===== src/rtl/core/kqt_pkg.sv =====
// ----------------------------------------------------------------------------
// Keyed quantity table package
// Shared widths, codes and the per-cell control word.
// ----------------------------------------------------------------------------
package kqt_pkg;

  localparam int unsigned DefTableDepth = 16;

  localparam int unsigned ModeW   = 2;
  localparam int unsigned KeyW    = 64;
  localparam int unsigned AmountW = 16;
  localparam int unsigned QtyW    = 32;

  typedef logic [KeyW-1:0]    key_t;
  typedef logic [QtyW-1:0]    qty_t;
  typedef logic [AmountW-1:0] amount_t;
  typedef logic [ModeW-1:0]   mode_t;

  localparam mode_t ModeAdd    = 2'd0;
  localparam mode_t ModeRemove = 2'd1;

  typedef enum logic [1:0] {
    StatusOk       = 2'd0,
    StatusFull     = 2'd1,
    StatusShort    = 2'd2,
    StatusNotFound = 2'd3
  } status_e;

  // Control word handed from the sequencer to each cell.
  typedef struct packed {
    logic vld;    // cell lies below the fill count
    logic load;   // take key and quantity from the broadcast bus
    logic shift;  // take key and quantity from the upper neighbour
  } cell_ctl_t;

endpackage


===== src/rtl/core/kqt_cell.sv =====
// ----------------------------------------------------------------------------
// Keyed quantity table cell
// One table slot: holds a key and its quantity, compares the key against the
// request, and either loads from the broadcast bus or from its upper
// neighbour when the table is compacted.
// ----------------------------------------------------------------------------
module kqt_cell (
  input  logic              clk_i,
  input  kqt_pkg::cell_ctl_t ctl_i,
  input  kqt_pkg::key_t     req_key_i,
  input  kqt_pkg::qty_t     bus_qty_i,
  input  kqt_pkg::key_t     nxt_key_i,
  input  kqt_pkg::qty_t     nxt_qty_i,
  output kqt_pkg::key_t     key_o,
  output kqt_pkg::qty_t     qty_o,
  output logic              hit_o
);
  import kqt_pkg::*;

  key_t key_q, key_d;
  qty_t qty_q, qty_d;

  always_comb begin
    key_d = key_q;
    qty_d = qty_q;
    if (ctl_i.shift) begin
      key_d = nxt_key_i;
      qty_d = nxt_qty_i;
    end else if (ctl_i.load) begin
      key_d = req_key_i;
      qty_d = bus_qty_i;
    end
  end

  // Slot contents carry no reset; the fill count decides what is valid.
  always_ff @(posedge clk_i) begin
    key_q <= key_d;
    qty_q <= qty_d;
  end

  assign key_o = key_q;
  assign qty_o = qty_q;
  assign hit_o = ctl_i.vld && (key_q == req_key_i);

endmodule


===== src/rtl/core/keyed_quantity_table.sv =====
// ----------------------------------------------------------------------------
// Keyed quantity table
// Associative key to quantity table held in a row of cells, kept compact in
// insertion order. Add, remove and query requests give one result word each.
// ----------------------------------------------------------------------------
//  Channel   Direction  Fields (lowest bit first)
//  s_axis    in         tuser: mode; tdata: item_key, amount
//  m_axis    out        tdata: success, status, quantity, zero fill
//
//  A request passes through accept, a lookup step in which every cell
//  compares its key, and an update step that writes the cells and loads the
//  result register. The update step waits while the result register is full
//  and not taken. Reset empties the table at once. One request is in work at
//  a time; a new word is taken as soon as the previous one reaches the
//  result register.
// ----------------------------------------------------------------------------
module keyed_quantity_table #(
  parameter int unsigned TableDepth = kqt_pkg::DefTableDepth
) (
  input  logic        clk_i,
  input  logic        rst_ni,
  input  logic        s_axis_tvalid,
  output logic        s_axis_tready,
  input  logic [79:0] s_axis_tdata,   // item_key[63:0], amount[79:64]
  input  logic [1:0]  s_axis_tuser,   // mode[1:0]
  output logic        m_axis_tvalid,
  input  logic        m_axis_tready,
  output logic [39:0] m_axis_tdata    // success[0], status[2:1], quantity[34:3]
);
  import kqt_pkg::*;

  localparam int unsigned IdxW = (TableDepth > 1) ? $clog2(TableDepth) : 1;
  localparam int unsigned CntW = $clog2(TableDepth + 1);

  typedef enum logic [1:0] {
    StIdle,
    StLookup,
    StExec
  } state_e;

  state_e            state_q;
  logic [CntW-1:0]   count_q, count_d;

  mode_t             mode_q;
  key_t              key_q;
  amount_t           amt_q;

  logic              hit_any_q;
  logic [IdxW-1:0]   slot_q;
  qty_t              cur_qty_q;

  logic              out_vld_q;
  logic              out_succ_q, out_succ_d;
  status_e           out_stat_q, out_stat_d;
  qty_t              out_qty_q, out_qty_d;

  cell_ctl_t         ctl   [TableDepth];
  key_t              ckey  [TableDepth];
  qty_t              cqty  [TableDepth];
  logic [TableDepth-1:0] hit;

  logic              fire;
  logic              wr_hit, append, delete;
  qty_t              bus_qty;
  logic              hit_any_d;
  logic [IdxW-1:0]   slot_d;
  qty_t              cur_qty_d;
  logic [QtyW:0]     sum;
  qty_t              sat, diff, amt_ext;

  assign s_axis_tready = (state_q == StIdle);
  assign fire          = (state_q == StExec) && (!out_vld_q || m_axis_tready);

  // Lookup: fold the one-hot hit vector into a slot number and a quantity.
  always_comb begin
    hit_any_d = 1'b0;
    slot_d    = '0;
    cur_qty_d = '0;
    for (int unsigned j = 0; j < TableDepth; j++) begin
      hit_any_d = hit_any_d | hit[j];
      slot_d    = slot_d | (hit[j] ? IdxW'(j) : '0);
      cur_qty_d = cur_qty_d | (hit[j] ? cqty[j] : '0);
    end
  end

  // Update: work out the outcome and which cells change.
  always_comb begin
    amt_ext    = QtyW'(amt_q);
    sum        = {1'b0, cur_qty_q} + {1'b0, amt_ext};
    sat        = sum[QtyW] ? '1 : sum[QtyW-1:0];
    diff       = cur_qty_q - amt_ext;
    wr_hit     = 1'b0;
    append     = 1'b0;
    delete     = 1'b0;
    bus_qty    = '0;
    count_d    = count_q;
    out_succ_d = 1'b1;
    out_stat_d = StatusOk;
    out_qty_d  = '0;
    case (mode_q)
      ModeAdd: begin
        if (hit_any_q) begin
          wr_hit    = 1'b1;
          bus_qty   = sat;
          out_qty_d = sat;
        end else if (count_q < CntW'(TableDepth)) begin
          append    = 1'b1;
          bus_qty   = amt_ext;
          out_qty_d = amt_ext;
          count_d   = count_q + 1'b1;
        end else begin
          out_succ_d = 1'b0;
          out_stat_d = StatusFull;
        end
      end
      ModeRemove: begin
        if (!hit_any_q) begin
          out_succ_d = 1'b0;
          out_stat_d = StatusNotFound;
        end else if (cur_qty_q < amt_ext) begin
          out_succ_d = 1'b0;
          out_stat_d = StatusShort;
          out_qty_d  = cur_qty_q;
        end else if (diff == '0) begin
          delete  = 1'b1;
          count_d = count_q - 1'b1;
        end else begin
          wr_hit    = 1'b1;
          bus_qty   = diff;
          out_qty_d = diff;
        end
      end
      default: begin
        out_qty_d = hit_any_q ? cur_qty_q : '0;
      end
    endcase
  end

  for (genvar j = 0; j < TableDepth; j++) begin : g_cell
    key_t nxt_key;
    qty_t nxt_qty;

    if (j + 1 < TableDepth) begin : g_mid
      assign nxt_key = ckey[j+1];
      assign nxt_qty = cqty[j+1];
    end else begin : g_top
      // The top slot falls out of range after a delete; its contents are dead.
      assign nxt_key = ckey[j];
      assign nxt_qty = cqty[j];
    end

    assign ctl[j].vld   = (CntW'(j) < count_q);
    assign ctl[j].load  = fire && ((wr_hit && (IdxW'(j) == slot_q)) ||
                                   (append && (CntW'(j) == count_q)));
    assign ctl[j].shift = fire && delete && (IdxW'(j) >= slot_q);

    kqt_cell u_cell (
      .clk_i     (clk_i),
      .ctl_i     (ctl[j]),
      .req_key_i (key_q),
      .bus_qty_i (bus_qty),
      .nxt_key_i (nxt_key),
      .nxt_qty_i (nxt_qty),
      .key_o     (ckey[j]),
      .qty_o     (cqty[j]),
      .hit_o     (hit[j])
    );
  end

  always_ff @(posedge clk_i or negedge rst_ni) begin
    if (!rst_ni) begin
      state_q   <= StIdle;
      count_q   <= '0;
      out_vld_q <= 1'b0;
    end else begin
      if (m_axis_tready) begin
        out_vld_q <= 1'b0;
      end
      case (state_q)
        StIdle: begin
          if (s_axis_tvalid) begin
            state_q <= StLookup;
          end
        end
        StLookup: begin
          state_q <= StExec;
        end
        StExec: begin
          if (fire) begin
            state_q   <= StIdle;
            count_q   <= count_d;
            out_vld_q <= 1'b1;
          end
        end
        default: begin
          state_q <= StIdle;
        end
      endcase
    end
  end

  always_ff @(posedge clk_i) begin
    if (s_axis_tvalid && s_axis_tready) begin
      mode_q <= s_axis_tuser;
      key_q  <= s_axis_tdata[63:0];
      amt_q  <= s_axis_tdata[79:64];
    end
    if (state_q == StLookup) begin
      hit_any_q <= hit_any_d;
      slot_q    <= slot_d;
      cur_qty_q <= cur_qty_d;
    end
    if (fire) begin
      out_succ_q <= out_succ_d;
      out_stat_q <= out_stat_d;
      out_qty_q  <= out_qty_d;
    end
  end

  assign m_axis_tvalid = out_vld_q;
  assign m_axis_tdata  = {5'b0, out_qty_q, out_stat_q, out_succ_q};

  // Keys in the valid part of the table are distinct.
  assert property (@(posedge clk_i) disable iff (!rst_ni)
    (state_q == StLookup) |-> $onehot0(hit))
    else $error("more than one cell matched the key");

  assert property (@(posedge clk_i) disable iff (!rst_ni)
    count_q <= CntW'(TableDepth))
    else $error("fill count beyond table depth");

  assert property (@(posedge clk_i) disable iff (!rst_ni)
    !fire |=> $stable(count_q))
    else $error("fill count changed outside an update");

  assert property (@(posedge clk_i) disable iff (!rst_ni)
    $rose(m_axis_tvalid) |-> $past(state_q == StExec))
    else $error("result word raised without an update");

endmodule


===== config.mk =====
export PLATFORM = sky130hd
export DESIGN_NAME = keyed_quantity_table
export DESIGN_NICKNAME = d
export VERILOG_FILES = /design/src/rtl/core/kqt_pkg.sv /design/src/rtl/core/kqt_cell.sv /design/src/rtl/core/keyed_quantity_table.sv
export SDC_FILE = /design/constraint.sdc
export NUM_CORES = 2
export LEC_CHECK = 0
export BUFFER_PORTS_ARGS = -buffer_cell sky130_fd_sc_hd__buf_2
export CAP_MARGIN = 10
export CORE_MARGIN = 3
export CORE_UTILIZATION = 45
export DETAILED_ROUTE_END_ITERATION = 8
export PLACE_DENSITY_LB_ADDON = 0.2
export SLEW_MARGIN = 20
export SYNTH_ARGS = -nofsm -noshare
export SYNTH_HDL_FRONTEND = slang
export SYNTH_SLANG_ARGS = --single-unit

===== constraint.sdc =====
create_clock -name clk_i -period 31.4 [get_ports clk_i]
set_clock_uncertainty 0.1 [all_clocks]
set_input_delay 6.28 -clock clk_i [delete_from_list [all_inputs] [get_ports clk_i]]
set_output_delay 6.28 -clock clk_i [all_outputs]
set_load 0.1 [all_outputs]

==> metrics.txt <==
Final Critical Period=around 9800 ps; ys async rst share=0.00471; #FFs+latches synth=1,698; Synth Flop Type=edfxtp_1; Mapped Area=85,400 µm²; CP most frequent cell=buf_4; Critical-path top delay cell=buf_4; worst path arrival time=10,100 ps; setup violators final=0; Die Height=about 440 µm; postcts setup bufs=0; status=finished clean; FF/Latch Area=50,900 µm²; Top delay family on crit path=buffers and inverters; PortBufs=122; Final ANT Viol Nets=0; Slew Limit Fails=0; CP max stage delay=a little over 800 ps; clock root buffer=clkbuf_16; 1st-pass router iterations=8; number of max-cap violations=0; crit-path cells=buf_2, nand2b_1, nand2b_1, buf_4, inv_2, buf_4, and2_1, nand2_1, o22ai_4, buf_4, buf_4; CP Max Fanout=65; top-level I/O count=~130; clock sinks=around 1,700; DR vias/cell=6.33; CTS tree=done; CTS Buffer Depth=3; htree depth=4; Synth top area share=0.594; post-synthesis instance total=between 6,000 and 7,000; post-synthesis sequential area ratio=0.597; Worst EP required=between 30,000 and 40,000 ps; wire per inst=32.9 µm; CP startpoint kind=primary input; P per Cell Area=60.4 nW/µm²; Pleak=33.6 nW; CTS resizes=0; final hold violation count=0; EDFF count, synth=around 1,700; Syn Area/Cell=12.8 µm²; DRC Markers=0; clock buffer count from CTS=182; warnings from Yosys=0; RSZ-0062 raised after global routing=no; setup TNS=0 ps; Area Growth Syn to Fin=10.5%; first-pass GRT wire length=around 430,000 µm; clock latency at the later pin of the worst-skew pair=roughly 850 ps; Yosys top cell by area=edfxtp_1; fin util=0.502; global route overflow=0; Die Width=between 400 and 500 µm; largest net degree at the start of global routing=94; antenna violations before repair=16; Post-DP HPWL=204,000 µm; GRT Overall Usage=0.303; Core ar.=188,000 µm²; clock-pin slew on the worst setup and hold paths=60 ps; largest cells by area after synthesis=edfxtp_1 (59%), mux2_2 (8.0%), xor2_1 (5.6%), xnor2_1 (4.7%), a21o_1 (3.8%); number of fill cells=16,400; FP Rows=159; ratio of cells with drive above 1 in the final layout=0.188; Yosys cell types=76; Worst VDD drop=around 0.055 mV; hold buffer count at cts=0; placer congestion estimate=about 1; vias in the first global route=56,100; Worst-Margin Slew=1190 ps; Iter 0 DRT Violations=~8,300; Crit Path Class=in -> reg; Vias=58,600; worst min-delay path class=reg -> reg; f_max=just over 100 MHz; relative slew slack=0.202; Multi-input gate area=32,100 µm²; WL final=305,000 µm; Layout Nets=6,727; fin crit share=0.311; Critical Path End Type=register; die area=195,000 µm²; Buf+Inv Stages, Crit Path=6; Initial Util=0.454
[power by group]
part / leakage [nW] / internal, W / switching (W)
Clock: 2.70 / 0.00112 / 0.000930
Combinational: 15.4 / 0.000325 / 0.000662
Sequential: 15.5 / 0.00260 / 0.0000562
[layer usage]
metal | global-route usage | part of all wire | up-vias
li1 | - | - | 24800
met1 | 0.424 | 0.40 | 29400
met2 | 0.464 | 0.44 | 3736
met3 | 0.0558 | 0.10 | 691
met4 | 0.132 | 0.053 | 6
met5 | 0 | 0.00012 | -
[stage by stage]
stage                     worst slack, ps  total power, W  cells  hold slack [ps]  area, µm²
after floorplan                     15810         0.00331   6653              324      85400
after global placement              20860         0.00366   8912              423      88800
after detailed placement            20910         0.00367   8912              434      88800
after CTS                           21780         0.00570   9245              420      94400
after global routing                21580         0.00586   9247              449      94400
final                               21640         0.00570   9249              435      94400
[cells in the mapped netlist, types with 63 or more instances]
master       n
a21o_1     435
a21oi_1     81
a221oi_1    97
a22o_1      91
buf_1       63
buf_2      117
clkbuf_1   379
edfxtp_1  1690
inv_1       96
mux2_2     606
nand2_1    591
nand4_1    189
nor2_1      73
nor4_1     175
o21ai_0    431
xnor2_1    457
xor2_1     549
[sequential cells by signal (all words and copies together) (netlist names)]
signal / count
state_q: 2
g_cell.u_cell.key_o: 1024
amt_q: 16
slot_q: 4
out_succ_q: 1
out_qty_q: 32
cur_qty_q: 32
key_q: 64
m_axis_tvalid: 1
hit_any_q: 1
mode_q: 2
out_stat_q: 2
g_cell.u_cell.qty_o: 512
count_q: 5
[final cells by class]
| cell class | count | share of cell area |
|---|---|---|
| Clock buffer | 223 | 0.0506 |
| Tap cell | 2495 | 0.0331 |
| Inverter | 97 | 0.00386 |
| Multi-Input combinational cell | 4286 | 0.340 |
| Timing Repair Buffer | 337 | 0.0238 |
| Clock inverter | 110 | 0.00843 |
| Sequential cell | 1698 | 0.540 |
| Antenna cell | 3 | 0.0000795 |
[cell families (layout without fill, tap and decap cells)]
| family | after synthesis | count (layout) | share of synthesized area |
|---|---|---|---|
| flops | 1698 | 1698 | 0.597 |
| compound gates | 1366 | 1366 | 0.109 |
| simple gates | 1257 | 1257 | 0.0726 |
| xor+xnor | 1006 | 1006 | 0.103 |
| buf+inv | 669 | 767 | 0.0321 |
| mux | 613 | 613 | 0.0807 |
| fa+ha+maj | 39 | 39 | 0.00589 |
| other cells | 1 | 8 | 0.0000439 |
[final timing paths]
check / startpoint / end / slack [ps] / depth (start not counted)
max: m_axis_tready / g_cell[0].u_cell.key_o[42] / 21640 / 11
max reg2reg: cur_qty_q[0] / g_cell[3].u_cell.key_o[15] / 23570 / 14
min: g_cell[2].u_cell.qty_o[31] / g_cell[1].u_cell.qty_o[31] / 440 / 1
max in group asynchronous: rst_ni / count_q[2] / 25650 / 1
min reg2reg: g_cell[2].u_cell.qty_o[31] / g_cell[1].u_cell.qty_o[31] / 440 / 1
min in group asynchronous: rst_ni / state_q[0] / 5250 / 1
[layout by cell type, fill, tap and decap left out, types with 11 or more instances in the layout]
master,netlist,final
edfxtp_1,1690,1690
mux2_2,606,606
nand2_1,591,590
xor2_1,549,549
xnor2_1,457,457
a21o_1,435,435
o21ai_0,431,424
buf_4,6,213
nand4_1,189,189
clkbuf_16,0,185
nor4_1,175,159
buf_2,117,122
a221oi_1,97,97
inv_1,96,95
a22o_1,91,91
a21oi_1,81,78
nor2_1,73,69
a22oi_1,62,62
nand3_1,60,59
clkinv_1,1,56
clkbuf_1,379,38
ha_1,37,37
nor3_1,40,35
clkinv_2,0,32
a222oi_1,23,23
o22ai_1,23,22
and3_1,19,17
nor4_2,0,16
nor2b_1,16,15
nand2b_1,16,15
a31o_2,12,12
or4_1,11,11
Power figures use the tool's default switching activity.
